==> src/hw/rtl/dfir_pkg.sv <==
// Shared types, constants and register codes for the decimating FIR filter.
`timescale 1ns / 1ps

package dfir_pkg;

    localparam int DFLT_MAX_TAPS     = 64;
    localparam int DFLT_SAMPLE_WIDTH = 16;

    localparam int TAP_W        = 16;
    localparam int TAP_IDX_W    = 6;
    localparam int TAP_COUNT_W  = 7;
    localparam int DECIM_W      = 5;
    localparam int SHIFT_W      = 5;
    localparam int PHASE_W      = 4;
    localparam int APB_ADDR_W   = 4;
    localparam int APB_DATA_W   = 32;
    localparam int MAX_DECIMATION = 16;

    localparam logic [TAP_COUNT_W-1:0] RST_TAP_COUNT  = 7'd1;
    localparam logic [DECIM_W-1:0]     RST_DECIMATION = 5'd1;
    localparam logic [SHIFT_W-1:0]     RST_OUT_SHIFT  = 5'd15;

    localparam logic KIND_SAMPLE = 1'b0;
    localparam logic KIND_TAP    = 1'b1;

    typedef enum logic [1:0] {
        REG_TAP_COUNT  = 2'd0,
        REG_DECIMATION = 2'd1,
        REG_OUT_SHIFT  = 2'd2
    } t_reg_idx;

    typedef struct packed {
        logic [TAP_COUNT_W-1:0] tap_count;
        logic [DECIM_W-1:0]     decimation;
        logic [SHIFT_W-1:0]     out_shift;
    } t_cfg;

    typedef struct packed {
        logic clr;
        logic tap_wr;
        logic smp_wr;
        logic mac_start;
        logic issue;
        logic shift;
        logic load_out;
    } t_dp_cmd;

    typedef struct packed {
        logic clr_last;
        logic pipe_busy;
    } t_dp_status;

endpackage

==> src/hw/rtl/dfir_dp.sv <==
// Datapath: tap and delay-line memories, shared MAC, shift, saturation, output register.
`timescale 1ns / 1ps

module dfir_dp #(
    parameter int MAX_TAPS     = dfir_pkg::DFLT_MAX_TAPS,
    parameter int SAMPLE_WIDTH = dfir_pkg::DFLT_SAMPLE_WIDTH
) (
    input  logic                                i_clk,
    input  logic                                i_rst_n,
    input  dfir_pkg::t_dp_cmd                   i_cmd,
    input  logic [dfir_pkg::SHIFT_W-1:0]        i_out_shift,
    input  logic signed [SAMPLE_WIDTH-1:0]      i_sample_in,
    input  logic [dfir_pkg::TAP_IDX_W-1:0]      i_tap_index,
    input  logic signed [dfir_pkg::TAP_W-1:0]   i_tap_value,
    output dfir_pkg::t_dp_status                o_status,
    output logic signed [SAMPLE_WIDTH-1:0]      o_sample_out,
    output logic                                o_saturated
);
    import dfir_pkg::*;

    localparam int AW    = $clog2(MAX_TAPS);
    localparam int PW    = TAP_W + SAMPLE_WIDTH;
    localparam int ACC_W = PW + AW;
    localparam logic [AW-1:0] LAST_ADDR = AW'(MAX_TAPS - 1);
    localparam logic signed [ACC_W-1:0] SAT_HI =
        ACC_W'((64'sd1 <<< (SAMPLE_WIDTH - 1)) - 64'sd1);
    localparam logic signed [ACC_W-1:0] SAT_LO = -SAT_HI - ACC_W'(1);

    logic signed [TAP_W-1:0]        tap_mem [MAX_TAPS];
    logic signed [SAMPLE_WIDTH-1:0] dly_mem [MAX_TAPS];

    logic [AW-1:0]                  r_clr_addr;
    logic [AW-1:0]                  r_line_pos;
    logic [AW-1:0]                  r_k;
    logic [AW-1:0]                  r_p;
    logic                           r_v1;
    logic                           r_v2;
    logic signed [TAP_W-1:0]        r_tap_q;
    logic signed [SAMPLE_WIDTH-1:0] r_smp_q;
    logic signed [PW-1:0]           r_prod;
    logic signed [ACC_W-1:0]        r_acc;
    logic signed [ACC_W-1:0]        r_shifted;
    logic signed [SAMPLE_WIDTH-1:0] r_out_sample;
    logic                           r_out_sat;

    logic [AW-1:0] next_pos;
    logic [31:0]   idx_ext;
    logic [AW-1:0] wr_addr;
    logic          idx_ok;
    logic signed [SAMPLE_WIDTH-1:0] sat_value;
    logic                           sat_flag;

    assign next_pos = (r_line_pos == LAST_ADDR) ? '0 : r_line_pos + AW'(1);
    assign idx_ext  = 32'(i_tap_index);
    assign wr_addr  = idx_ext[AW-1:0];
    assign idx_ok   = (idx_ext < 32'(MAX_TAPS));

    // Coefficient store
    always_ff @(posedge i_clk) begin
        if (i_cmd.clr) begin
            tap_mem[r_clr_addr] <= '0;
        end else if (i_cmd.tap_wr && idx_ok) begin
            tap_mem[wr_addr] <= i_tap_value;
        end
        if (i_cmd.issue) begin
            r_tap_q <= tap_mem[r_k];
        end
    end

    // Delay line, circular with the newest sample at r_line_pos
    always_ff @(posedge i_clk) begin
        if (i_cmd.clr) begin
            dly_mem[r_clr_addr] <= '0;
        end else if (i_cmd.smp_wr) begin
            dly_mem[next_pos] <= i_sample_in;
        end
        if (i_cmd.issue) begin
            r_smp_q <= dly_mem[r_p];
        end
    end

    // Control-side registers
    always_ff @(posedge i_clk) begin
        if (!i_rst_n) begin
            r_clr_addr <= '0;
            r_line_pos <= '0;
            r_v1       <= 1'b0;
            r_v2       <= 1'b0;
        end else begin
            if (i_cmd.clr) begin
                r_clr_addr <= r_clr_addr + AW'(1);
            end
            if (i_cmd.smp_wr) begin
                r_line_pos <= next_pos;
            end
            r_v1 <= i_cmd.issue;
            r_v2 <= r_v1;
        end
    end

    // MAC pipeline: read, multiply, accumulate
    always_ff @(posedge i_clk) begin
        if (i_cmd.mac_start) begin
            r_k   <= '0;
            r_p   <= next_pos;
            r_acc <= '0;
        end else begin
            if (i_cmd.issue) begin
                r_k <= r_k + AW'(1);
                r_p <= (r_p == '0) ? LAST_ADDR : r_p - AW'(1);
            end
            if (r_v2) begin
                r_acc <= r_acc + {{(ACC_W-PW){r_prod[PW-1]}}, r_prod};
            end
        end
        if (r_v1) begin
            r_prod <= r_tap_q * r_smp_q;
        end
        if (i_cmd.shift) begin
            r_shifted <= r_acc >>> i_out_shift;
        end
        if (i_cmd.load_out) begin
            r_out_sample <= sat_value;
            r_out_sat    <= sat_flag;
        end
    end

    always_comb begin
        if (r_shifted > SAT_HI) begin
            sat_value = SAT_HI[SAMPLE_WIDTH-1:0];
            sat_flag  = 1'b1;
        end else if (r_shifted < SAT_LO) begin
            sat_value = SAT_LO[SAMPLE_WIDTH-1:0];
            sat_flag  = 1'b1;
        end else begin
            sat_value = r_shifted[SAMPLE_WIDTH-1:0];
            sat_flag  = 1'b0;
        end
    end

    assign o_status.clr_last  = (r_clr_addr == LAST_ADDR);
    assign o_status.pipe_busy = r_v1 | r_v2;
    assign o_sample_out       = r_out_sample;
    assign o_saturated        = r_out_sat;

endmodule

==> src/hw/rtl/dfir_ctrl.sv <==
// Controller: clear pass, decimation phase, tap sequencing and output handshake.
`timescale 1ns / 1ps

module dfir_ctrl #(
    parameter int MAX_TAPS = dfir_pkg::DFLT_MAX_TAPS
) (
    input  logic                 i_clk,
    input  logic                 i_rst_n,
    input  dfir_pkg::t_cfg       i_cfg,
    input  logic                 i_in_valid,
    input  logic                 i_kind,
    output logic                 o_in_stall,
    output logic                 o_out_valid,
    input  logic                 i_out_stall,
    input  dfir_pkg::t_dp_status i_status,
    output dfir_pkg::t_dp_cmd    o_cmd
);
    import dfir_pkg::*;

    localparam int CW = $clog2(MAX_TAPS + 1);

    typedef enum logic [2:0] {
        S_CLEAR,
        S_IDLE,
        S_MAC,
        S_DRAIN,
        S_OUT
    } t_state;

    t_state               r_state, n_state;
    logic [PHASE_W-1:0]   r_phase, n_phase;
    logic [CW-1:0]        r_cnt, n_cnt;
    logic                 r_out_valid, n_out_valid;

    logic [31:0]          tc_int;
    logic [CW-1:0]        ntaps;
    logic [DECIM_W-1:0]   dec;
    logic [DECIM_W-1:0]   phase_inc;

    always_comb begin
        tc_int = 32'(i_cfg.tap_count);
        if (tc_int == 32'd0) begin
            tc_int = 32'd1;
        end else if (tc_int > 32'(MAX_TAPS)) begin
            tc_int = 32'(MAX_TAPS);
        end
        ntaps = CW'(tc_int);
    end

    always_comb begin
        if (i_cfg.decimation == '0) begin
            dec = DECIM_W'(1);
        end else if (32'(i_cfg.decimation) > MAX_DECIMATION) begin
            dec = DECIM_W'(MAX_DECIMATION);
        end else begin
            dec = i_cfg.decimation;
        end
    end

    assign phase_inc = {1'b0, r_phase} + DECIM_W'(1);

    always_comb begin
        n_state = r_state;
        n_phase = r_phase;
        n_cnt   = r_cnt;
        o_cmd   = '0;
        case (r_state)
            S_CLEAR: begin
                o_cmd.clr = 1'b1;
                if (i_status.clr_last) begin
                    n_state = S_IDLE;
                end
            end
            S_IDLE: begin
                if (i_in_valid) begin
                    if (i_kind == KIND_TAP) begin
                        o_cmd.tap_wr = 1'b1;
                    end else begin
                        o_cmd.smp_wr = 1'b1;
                        if (phase_inc < dec) begin
                            n_phase = r_phase + PHASE_W'(1);
                        end else begin
                            n_phase         = '0;
                            n_cnt           = '0;
                            o_cmd.mac_start = 1'b1;
                            n_state         = S_MAC;
                        end
                    end
                end
            end
            S_MAC: begin
                o_cmd.issue = 1'b1;
                n_cnt       = r_cnt + CW'(1);
                if (r_cnt == ntaps - CW'(1)) begin
                    n_state = S_DRAIN;
                end
            end
            S_DRAIN: begin
                if (!i_status.pipe_busy) begin
                    o_cmd.shift = 1'b1;
                    n_state     = S_OUT;
                end
            end
            S_OUT: begin
                if (!r_out_valid || !i_out_stall) begin
                    o_cmd.load_out = 1'b1;
                    n_state        = S_IDLE;
                end
            end
            default: begin
                n_state = S_IDLE;
            end
        endcase
        n_out_valid = (r_out_valid && i_out_stall) || o_cmd.load_out;
    end

    always_ff @(posedge i_clk) begin
        if (!i_rst_n) begin
            r_state     <= S_CLEAR;
            r_phase     <= '0;
            r_cnt       <= '0;
            r_out_valid <= 1'b0;
        end else begin
            r_state     <= n_state;
            r_phase     <= n_phase;
            r_cnt       <= n_cnt;
            r_out_valid <= n_out_valid;
        end
    end

    assign o_in_stall  = (r_state != S_IDLE);
    assign o_out_valid = r_out_valid;

    a_cnt_bound: assert property (@(posedge i_clk) disable iff (!i_rst_n)
        (r_state == S_MAC) |-> (r_cnt < ntaps))
        else $error("tap counter ran past tap count");

    a_load_free: assert property (@(posedge i_clk) disable iff (!i_rst_n)
        o_cmd.load_out |-> (!r_out_valid || !i_out_stall))
        else $error("output register overwritten while holding a result");

    a_idle_empty: assert property (@(posedge i_clk) disable iff (!i_rst_n)
        (r_state == S_IDLE) |-> !i_status.pipe_busy)
        else $error("MAC pipeline busy while idle");

    a_phase_wrap: assert property (@(posedge i_clk) disable iff (!i_rst_n)
        o_cmd.mac_start |=> (r_phase == '0 && r_state == S_MAC))
        else $error("result sample did not restart decimation phase");

endmodule

==> src/hw/rtl/decimating_fir_filter_unit.sv <==
// Top level: APB register file, controller and datapath of the decimating FIR.
`timescale 1ns / 1ps

// Real direct-form FIR with decimation, one shared multiply-accumulate. Tap writes
// (kind 1) and samples that produce no result are taken without stalling the input.
// A sample that produces a result keeps the input stalled while the single MAC
// steps through the taps (coefficient and delay-line memories read one entry per
// cycle), while the pipeline drains and the sum is shifted, and while it is
// saturated into the output register. That last step waits as long as the output
// register still holds an earlier result that has not been taken. The finished
// result waits in that register, so the next item is taken while it is still
// pending. After reset a clearing pass zeroes both memories, during which no item
// is taken; register writes are taken at any time. Registers: tap_count at 0x0,
// decimation at 0x4, out_shift at 0x8.
module decimating_fir_filter_unit #(
    parameter int MAX_TAPS     = dfir_pkg::DFLT_MAX_TAPS,
    parameter int SAMPLE_WIDTH = dfir_pkg::DFLT_SAMPLE_WIDTH
) (
    input  logic                                i_clk,
    input  logic                                i_rst_n,
    input  logic                                psel,
    input  logic                                penable,
    input  logic                                pwrite,
    input  logic [dfir_pkg::APB_ADDR_W-1:0]     paddr,
    input  logic [dfir_pkg::APB_DATA_W-1:0]     pwdata,
    output logic [dfir_pkg::APB_DATA_W-1:0]     prdata,
    output logic                                pready,
    input  logic                                i_in_valid,
    output logic                                o_in_stall,
    input  logic                                i_kind,
    input  logic signed [SAMPLE_WIDTH-1:0]      i_sample_in,
    input  logic [dfir_pkg::TAP_IDX_W-1:0]      i_tap_index,
    input  logic signed [dfir_pkg::TAP_W-1:0]   i_tap_value,
    output logic                                o_out_valid,
    input  logic                                i_out_stall,
    output logic signed [SAMPLE_WIDTH-1:0]      o_sample_out,
    output logic                                o_saturated
);
    import dfir_pkg::*;

    t_cfg       r_cfg;
    t_reg_idx   reg_idx;
    logic       apb_wr;
    t_dp_cmd    cmd;
    t_dp_status status;

    assign reg_idx = t_reg_idx'(paddr[3:2]);
    assign apb_wr  = psel && penable && pwrite;
    assign pready  = 1'b1;

    always_ff @(posedge i_clk) begin
        if (!i_rst_n) begin
            r_cfg.tap_count  <= RST_TAP_COUNT;
            r_cfg.decimation <= RST_DECIMATION;
            r_cfg.out_shift  <= RST_OUT_SHIFT;
        end else if (apb_wr) begin
            case (reg_idx)
                REG_TAP_COUNT:  r_cfg.tap_count  <= pwdata[TAP_COUNT_W-1:0];
                REG_DECIMATION: r_cfg.decimation <= pwdata[DECIM_W-1:0];
                REG_OUT_SHIFT:  r_cfg.out_shift  <= pwdata[SHIFT_W-1:0];
                default: begin
                end
            endcase
        end
    end

    always_comb begin
        case (reg_idx)
            REG_TAP_COUNT:  prdata = APB_DATA_W'(r_cfg.tap_count);
            REG_DECIMATION: prdata = APB_DATA_W'(r_cfg.decimation);
            REG_OUT_SHIFT:  prdata = APB_DATA_W'(r_cfg.out_shift);
            default:        prdata = '0;
        endcase
    end

    dfir_ctrl #(
        .MAX_TAPS(MAX_TAPS)
    ) u_ctrl (
        .i_clk      (i_clk),
        .i_rst_n    (i_rst_n),
        .i_cfg      (r_cfg),
        .i_in_valid (i_in_valid),
        .i_kind     (i_kind),
        .o_in_stall (o_in_stall),
        .o_out_valid(o_out_valid),
        .i_out_stall(i_out_stall),
        .i_status   (status),
        .o_cmd      (cmd)
    );

    dfir_dp #(
        .MAX_TAPS    (MAX_TAPS),
        .SAMPLE_WIDTH(SAMPLE_WIDTH)
    ) u_dp (
        .i_clk       (i_clk),
        .i_rst_n     (i_rst_n),
        .i_cmd       (cmd),
        .i_out_shift (r_cfg.out_shift),
        .i_sample_in (i_sample_in),
        .i_tap_index (i_tap_index),
        .i_tap_value (i_tap_value),
        .o_status    (status),
        .o_sample_out(o_sample_out),
        .o_saturated (o_saturated)
    );

endmodule
==> config.mk <==
export PLATFORM = sky130hd
export DESIGN_NAME = decimating_fir_filter_unit
export DESIGN_NICKNAME = d
export VERILOG_FILES = /design/src/hw/rtl/dfir_pkg.sv /design/src/hw/rtl/dfir_dp.sv /design/src/hw/rtl/dfir_ctrl.sv /design/src/hw/rtl/decimating_fir_filter_unit.sv
export SDC_FILE = /design/constraint.sdc
export NUM_CORES = 2
export LEC_CHECK = 0
export ABC_AREA = 0
export BUFFER_PORTS_ARGS = -buffer_cell sky130_fd_sc_hd__buf_2
export CAP_MARGIN = 40
export CORE_MARGIN = 2
export CORE_UTILIZATION = 50
export DETAILED_ROUTE_END_ITERATION = 8
export HOLD_SLACK_MARGIN = 0.05
export PLACE_DENSITY_LB_ADDON = 0.08
export SKIP_LAST_GASP = 1
export SLEW_MARGIN = 20
export SYNTH_ARGS = -nofsm -noshare
export SYNTH_HDL_FRONTEND = slang
export SYNTH_SLANG_ARGS = --single-unit
==> constraint.sdc <==
create_clock -name i_clk -period 7.1 [get_ports i_clk]
set_input_delay 0.71 -clock i_clk [delete_from_list [all_inputs] [get_ports i_clk]]
set_output_delay 0.71 -clock i_clk [all_outputs]
set_load 0.05 [all_outputs]
Yosys cells after proc, flatten, opt, wreduce, memory -nomap -nowiden
Memory sizes are Yosys's and may differ from the RTL's. A register that Yosys moved wholly into a read port is not among the register bits.
Cells that the tools add are included.
{"block": "op_classes", "addsub": 9, "mul": 1, "div_mod_pow": 0, "magnitude_cmp": 6, "eq_ne": 17, "n_shift": 1, "n_mux": 49, "n_bitwise": 2, "n_reduce_logical": 23}
{"operator": "2-to-1 mux 16 bit", "count": 3}
{"operator": "adder 38 bit", "count": 1}
{"operator": "greater-than comparator 38 x 16 -> 1 bit (second input constant)", "count": 1}
{"operator": "less-than comparator 38 x 16 -> 1 bit (second input constant)", "count": 1}
{"operator": ">>> shifter 38 x 5 -> 38 bit", "count": 1}
{"operator": "2-to-1 mux 6 bit", "count": 6}
{"operator": "2-to-1 mux 7 bit", "count": 5}
{"operator": "multiplier 16 x 16 -> 32 bit", "count": 1}
{"operator": "OR reduction 16 bit", "count": 2}
{"operator": "2-to-1 mux 3 bit", "count": 9}
{"operator": "case mux 7 bit (3 select lines)", "count": 1}
{"operator": "2-to-1 mux 1 bit", "count": 19}
{"operator": "adder 6 x 1 -> 6 bit (second input constant)", "count": 3}
{"operator": "case mux 3 bit (5 select lines)", "count": 1}
{"operator": "case mux 7 bit (2 select lines)", "count": 1}
{"operator": "== test 6 bit (second input constant)", "count": 2}
{"operator": "2-to-1 mux 5 bit", "count": 2}
{"operator": "!= test 2 bit (second input constant)", "count": 5}
{"operator": "adder 7 x 1 -> 7 bit (second input constant)", "count": 1}
{"operator": "== test 7 bit", "count": 1}
{"operator": "greater-than comparator 7 bit (second input constant)", "count": 1}
{"operator": "logical NOT 7 bit", "count": 1}
{"operator": "less-than comparator 6 x 7 -> 1 bit (second input constant)", "count": 1}
{"operator": "AND reduction 7 bit", "count": 1}
{"operator": "other kinds (28)", "count": 38}
{"block": "word_totals", "ff_bits": 183, "latch_bits": 0, "ramBits": 2048, "mem_bits_ro": 0, "out_inout_bits": 52, "wordCells": 128, "mem_count": 2}
{"name": "u_dp.dly_mem", "depth": 64, "width": 16, "read_ports": 1, "rd_ports_with_merged_regs": 1, "wr": 1, "line": "dfir_dp.sv:30", "source": "logic signed [SAMPLE_WIDTH-1:0] dly_mem [MAX_TAPS];"}
{"name": "u_dp.tap_mem", "depth": 64, "width": 16, "read_ports": 1, "rd_ports_with_merged_regs": 1, "wr": 1, "line": "dfir_dp.sv:29", "source": "logic signed [TAP_W-1:0] tap_mem [MAX_TAPS];"}

Logic depth before layout (Yosys ltp)
{"block": "depth", "word_depth": 14, "depth_mapped": 23}

Cells and area by module
From an unflattened synthesis, not the netlist that was laid out.
{"block": "hier_totals", "cells_unflattened": 5547, "area_unflattened_um2": 100858.0}
{"mod": "dfir_dp", "instances": 1, "cells_per_inst": 5279, "area_per_inst_um2": 98582.0}
{"mod": "dfir_ctrl", "instances": 1, "cells_per_inst": 150, "area_per_inst_um2": 1233.7}
{"mod": "decimating_fir_filter_unit", "instances": 1, "cells_per_inst": 118, "area_per_inst_um2": 1042.2}

Worst setup path before layout
Ideal clock, no wire load.
{"block": "synth_path", "path_kind": "reg2reg", "startpoint": "register u_dp.r_tap_q[15], read port of u_dp.tap_mem", "endpoint": "register u_dp.r_prod[30], data pin", "setup_ns": 0.261, "t_arrival_ns": 6.011, "required_time_ns": 6.839, "path_slack_ns": 0.828, "path_stages_with_launch": 21, "path_buffers": 1, "period_less_slack_ns": 6.272, "path_cell_list": "edfxtp_1 clkbuf_1 nand2_1 inv_1 fa_1 fa_1 fa_1 fa_1 fa_1 inv_1 fa_1 inv_1 ha_1 o21ai_0 o21ai_0 o21ai_0 nand2b_1 a221oi_1 o211a_1 nor4b_1 a311o_1"}
{"block": "synth_between", "elab_chain_len": 1}
{"item": "from (decl)", "line": "dfir_dp.sv:38", "source": "logic signed [TAP_W-1:0] r_tap_q;"}
{"item": "multiplier 16 x 16 -> 32 bit", "line": "dfir_dp.sv:117", "source": "r_prod <= r_tap_q * r_smp_q;"}
{"item": "to (signal assigned)", "line": "dfir_dp.sv:117"}
{"item": "to (decl)", "line": "dfir_dp.sv:40", "source": "logic signed [PW-1:0] r_prod;"}
Every way passes these cells.
A chain may end at the register's enable or synchronous reset.

Worst setup path after layout
{"block": "layout_path", "startpoint": "register u_dp.r_smp_q[4], read port of u_dp.dly_mem", "endpoint": "register u_dp.r_prod[31], data pin"}
{"block": "layout_between", "elab_chain_len": 1}
{"item": "from (decl)", "line": "dfir_dp.sv:39", "source": "logic signed [SAMPLE_WIDTH-1:0] r_smp_q;"}
{"item": "multiplier 16 x 16 -> 32 bit", "line": "dfir_dp.sv:117"}
Every way passes these cells.

==> results.cfg <==
[die]
fp.dieH_um = 453
core_um2 = 200000
fp-row-count = 164
die_w_um = 453
start_util_pct = 50.3
io_pins = 134
die_area_um2 = 205000

[power]
power_frac_comb_pct = 11.5
p_leak_uw = 0.0379
p_int_uw = 22700
ir_worst_vdd_mv = 0.242
p_sw_share_pct = 23.8
pwr_density_cell_nw_per_um2 = 263
clockPowerShare_pct = 38.6
p_seq_share_pct = 49.9
p_sw_uw = 7060

[sta]
maxClockFrequency_mhz = 149
setup_viol = 0
period_share_pct = 94.8
rsz0062_at_grt = false
hold_viol = 0
fin_skew_ns = 0.0553
maxSlewViolCount = 0
hold_ws_ns = 0.129
setup_slack_ns = 0.369
period_minus_slack_ns = 6.73
maxSlewHeadroom_pct = 32.7
tightest_slew_ns = 1.01
timing.setup.tns_ns = 0

[route]
drc = 0
drt_iter0_markers = 5373
wl_per_cell_um = 27.5
post_drt_via_cell_ratio = 5.95
dr.pass1.iters = 5
ant_nets = 0
wirelength_mm = 238
via_count = 51612

[worst_setup_path]
critPathKind = flip-flop to flip-flop
slowest_delay_ns = 0.78
crit_required_ns = 7.72
arrival_ns = 7.35
path_cells = nand2_1, fa_1, inv_1, fa_1, fa_1, fa_1, fa_1, inv_1, fa_1, inv_1, ha_1, and4_1, nand4_1, a311oi_1, o21ba_2, a311oi_1, a211oi_1, a21oi_1, xnor2_1
cp_common_cell = fa_1
crit_path_end_kind = flip-flop
path_max_fanout = 16
crit_path_start_kind = flip-flop
crit_slowest_cell = edfxtp_1

[synth]
netlist_instances = 5547
synth_ff_type = edfxtp_1
synth_area_leaders = edfxtp_1 65%, mux4_2 15%, fa_1 5.2%
yosysTopAreaCell = edfxtp_1
avgSynthCellArea_um2 = 18.2
seq_area_frac_synth_pct = 66.6
synth_seq_cells = 2263
syn_area_um2 = 101000
synth_edf_count = 2173
yosys.cell_types.count = 68
synth_top_area_share_pct = 64.8
synth_warnings = 0
synthArstFlopShare_pct = 0

[clocking]
cts_made_buffers = 224
clockBufferDepth = 3
cts_tree = built
insertion_delay_ns = 0.88
cts_num_sinks = 2263
cts-resized-gates = 0
cts_root_buf = clkbuf_16
htree_levels = 4
clkTransAtPathRegs_ns = 0.06

[grt]
antenna_found_initial = 9
grt_usage_pct = 23.5
grt_first_pass_wirelength_mm = 351
grt_max_degree = 116
grt_pass1_vias = 51997
grt.overflow.total = 0

[min_path]
hold_path_class = primary input to flip-flop

[final_layout]
drive_gt1_share_pct = 23.3
final_cell_mix = 2,173 x edfxtp_1, 668 x mux4_2, 330 x nand2_1
areaGrowthSynthToFinish_pct = 12.0
final_common_cell = edfxtp_1
nNetsFinal = 6305

[place]
hpwl_mm = 149
gp_congestion = 0.826
place_ws_ns = 0.388
numPortBuffers = 80

[run]
cap_violations = 0

[status]
status = complete, no violations
## path summary, 6_finish.rpt
kind / from / endpoint / slack, ns / depth (start not counted)
max: u_dp.r_smp_q[4] / u_dp.r_prod[31] / 0.37 / 19
min: pwdata[0] / r_cfg[5] / 0.13 / 3
max reg2reg: u_dp.r_smp_q[4] / u_dp.r_prod[31] / 0.37 / 19
min reg2reg: u_dp.r_line_pos[1] / u_dp.r_line_pos[1] / 0.50 / 2
## worst max-delay path, delay by kind of cell, from the launching register on
| family | cells | cell delay, ns |
|---|---|---|
| AOI/OAI and AO/OA | 5 | 1.32 |
| xor gates and xnor gates | 1 | 0.09 |
| adders and majority gates | 7 | 3.38 |
| buffers and inverters | 3 | 0.16 |
| DFF | 1 | 0.78 |
| and+or+nand+nor | 3 | 0.77 |
## synth_stat cells (all sizes together), types with 5 or more instances
cell type,number
edfxtp,2173
mux4,668
nand2,330
inv,323
nor2,264
fa,263
clkbuf,185
and2,174
ha,131
a21oi,124
buf,111
mux2i,104
o21ai,103
dfxtp,90
xnor2,60
nand3,49
a21o,32
nor2b,32
xor2,29
nor3,23
o211ai,21
a211oi,18
nand2b,17
o221ai,16
nand4,15
and3,14
mux2,14
or3,14
nor4,12
a21boi,11
o22ai,11
o21bai,10
nor3b,9
o21a,9
or2,8
o31ai,6
a311oi,5
a31oi,5
nand3b,5
nor4b,5
or4,5
## power groups by stage
stage	logic, µW	registers (µW)	clock network (µW)
6_report	3410	14800	11500
5_1_grt	3670	14900	12200
4_1_cts	3460	14800	11700
3_5_place_dp	3440	15100	0
3_3_place_gp	3390	15200	0
2_1_floorplan	2580	15000	0
## logic make-up (layout without fill, tap and decap cells)
family	Yosys count	after routing	synth area share (%)
adders and majority gates	394	394	6.86
DFF	2263	2263	66.6
buffers and inverters	619	1068	2.46
xor gates and xnor gates	89	89	0.774
muxes	786	786	16.1
and+or+nand+nor	981	981	4.58
other	2	30	0.00746
AOI/OAI and AO/OA	413	413	2.61
## per-layer routing
layer	up-vias	GRT usage, %	wire length (µm)
li1	22150	-	-
met1	27599	34.9	105000
met2	1549	37.3	114000
met3	314	3.30	14200
met4	0	5.55	5090
met5	-	0	0
## flip-flops by register name (all words and copies together) (netlist names)
name	flops
u_ctrl.r_phase	4
u_dp.o_saturated	1
r_cfg	17
u_dp.dly_mem	1024
u_ctrl.o_out_valid	1
u_dp.o_sample_out	16
u_dp.r_p	6
u_ctrl.r_cnt	7
u_dp.r_clr_addr	6
u_dp.r_line_pos	6
u_dp.r_prod	32
u_ctrl.r_state	3
u_dp.tap_mem	1024
u_dp.r_acc	38
u_dp.r_v2	1
u_dp.r_smp_q	16
u_dp.r_tap_q	16
u_dp.r_shifted	38
u_dp.r_v1	1
u_dp.r_k	6
## final cells by class
type	count	area, µm²
clock buffer	290	5920
timing repair buffer	328	2720
antenna	4	10.0
tap	2656	3320
sequential	2263	67100
fill	15196	87200
multi-input combinational	2689	31400
inverter	323	1210
clock inverter	127	1170
## metrics by stage
step | std cells | area [µm²] | power [µW] | utilization (%)
after floorplan | 5571 | 101000 | 17500 | -
after global placement | 8213 | 105000 | 18500 | 52.5
after detailed placement | 8254 | 106000 | 18600 | 52.8
after CTS | 8674 | 113000 | 30000 | 56.4
after global routing | 8676 | 113000 | 30700 | 56.4
final | 8680 | 113000 | 29700 | 56.4
## timing repair
action,CTS,global route
setup buffers,0,0
hold buffers,3,0
endpoints found under the hold margin,3,0
(Power assumes the default switching activity.)
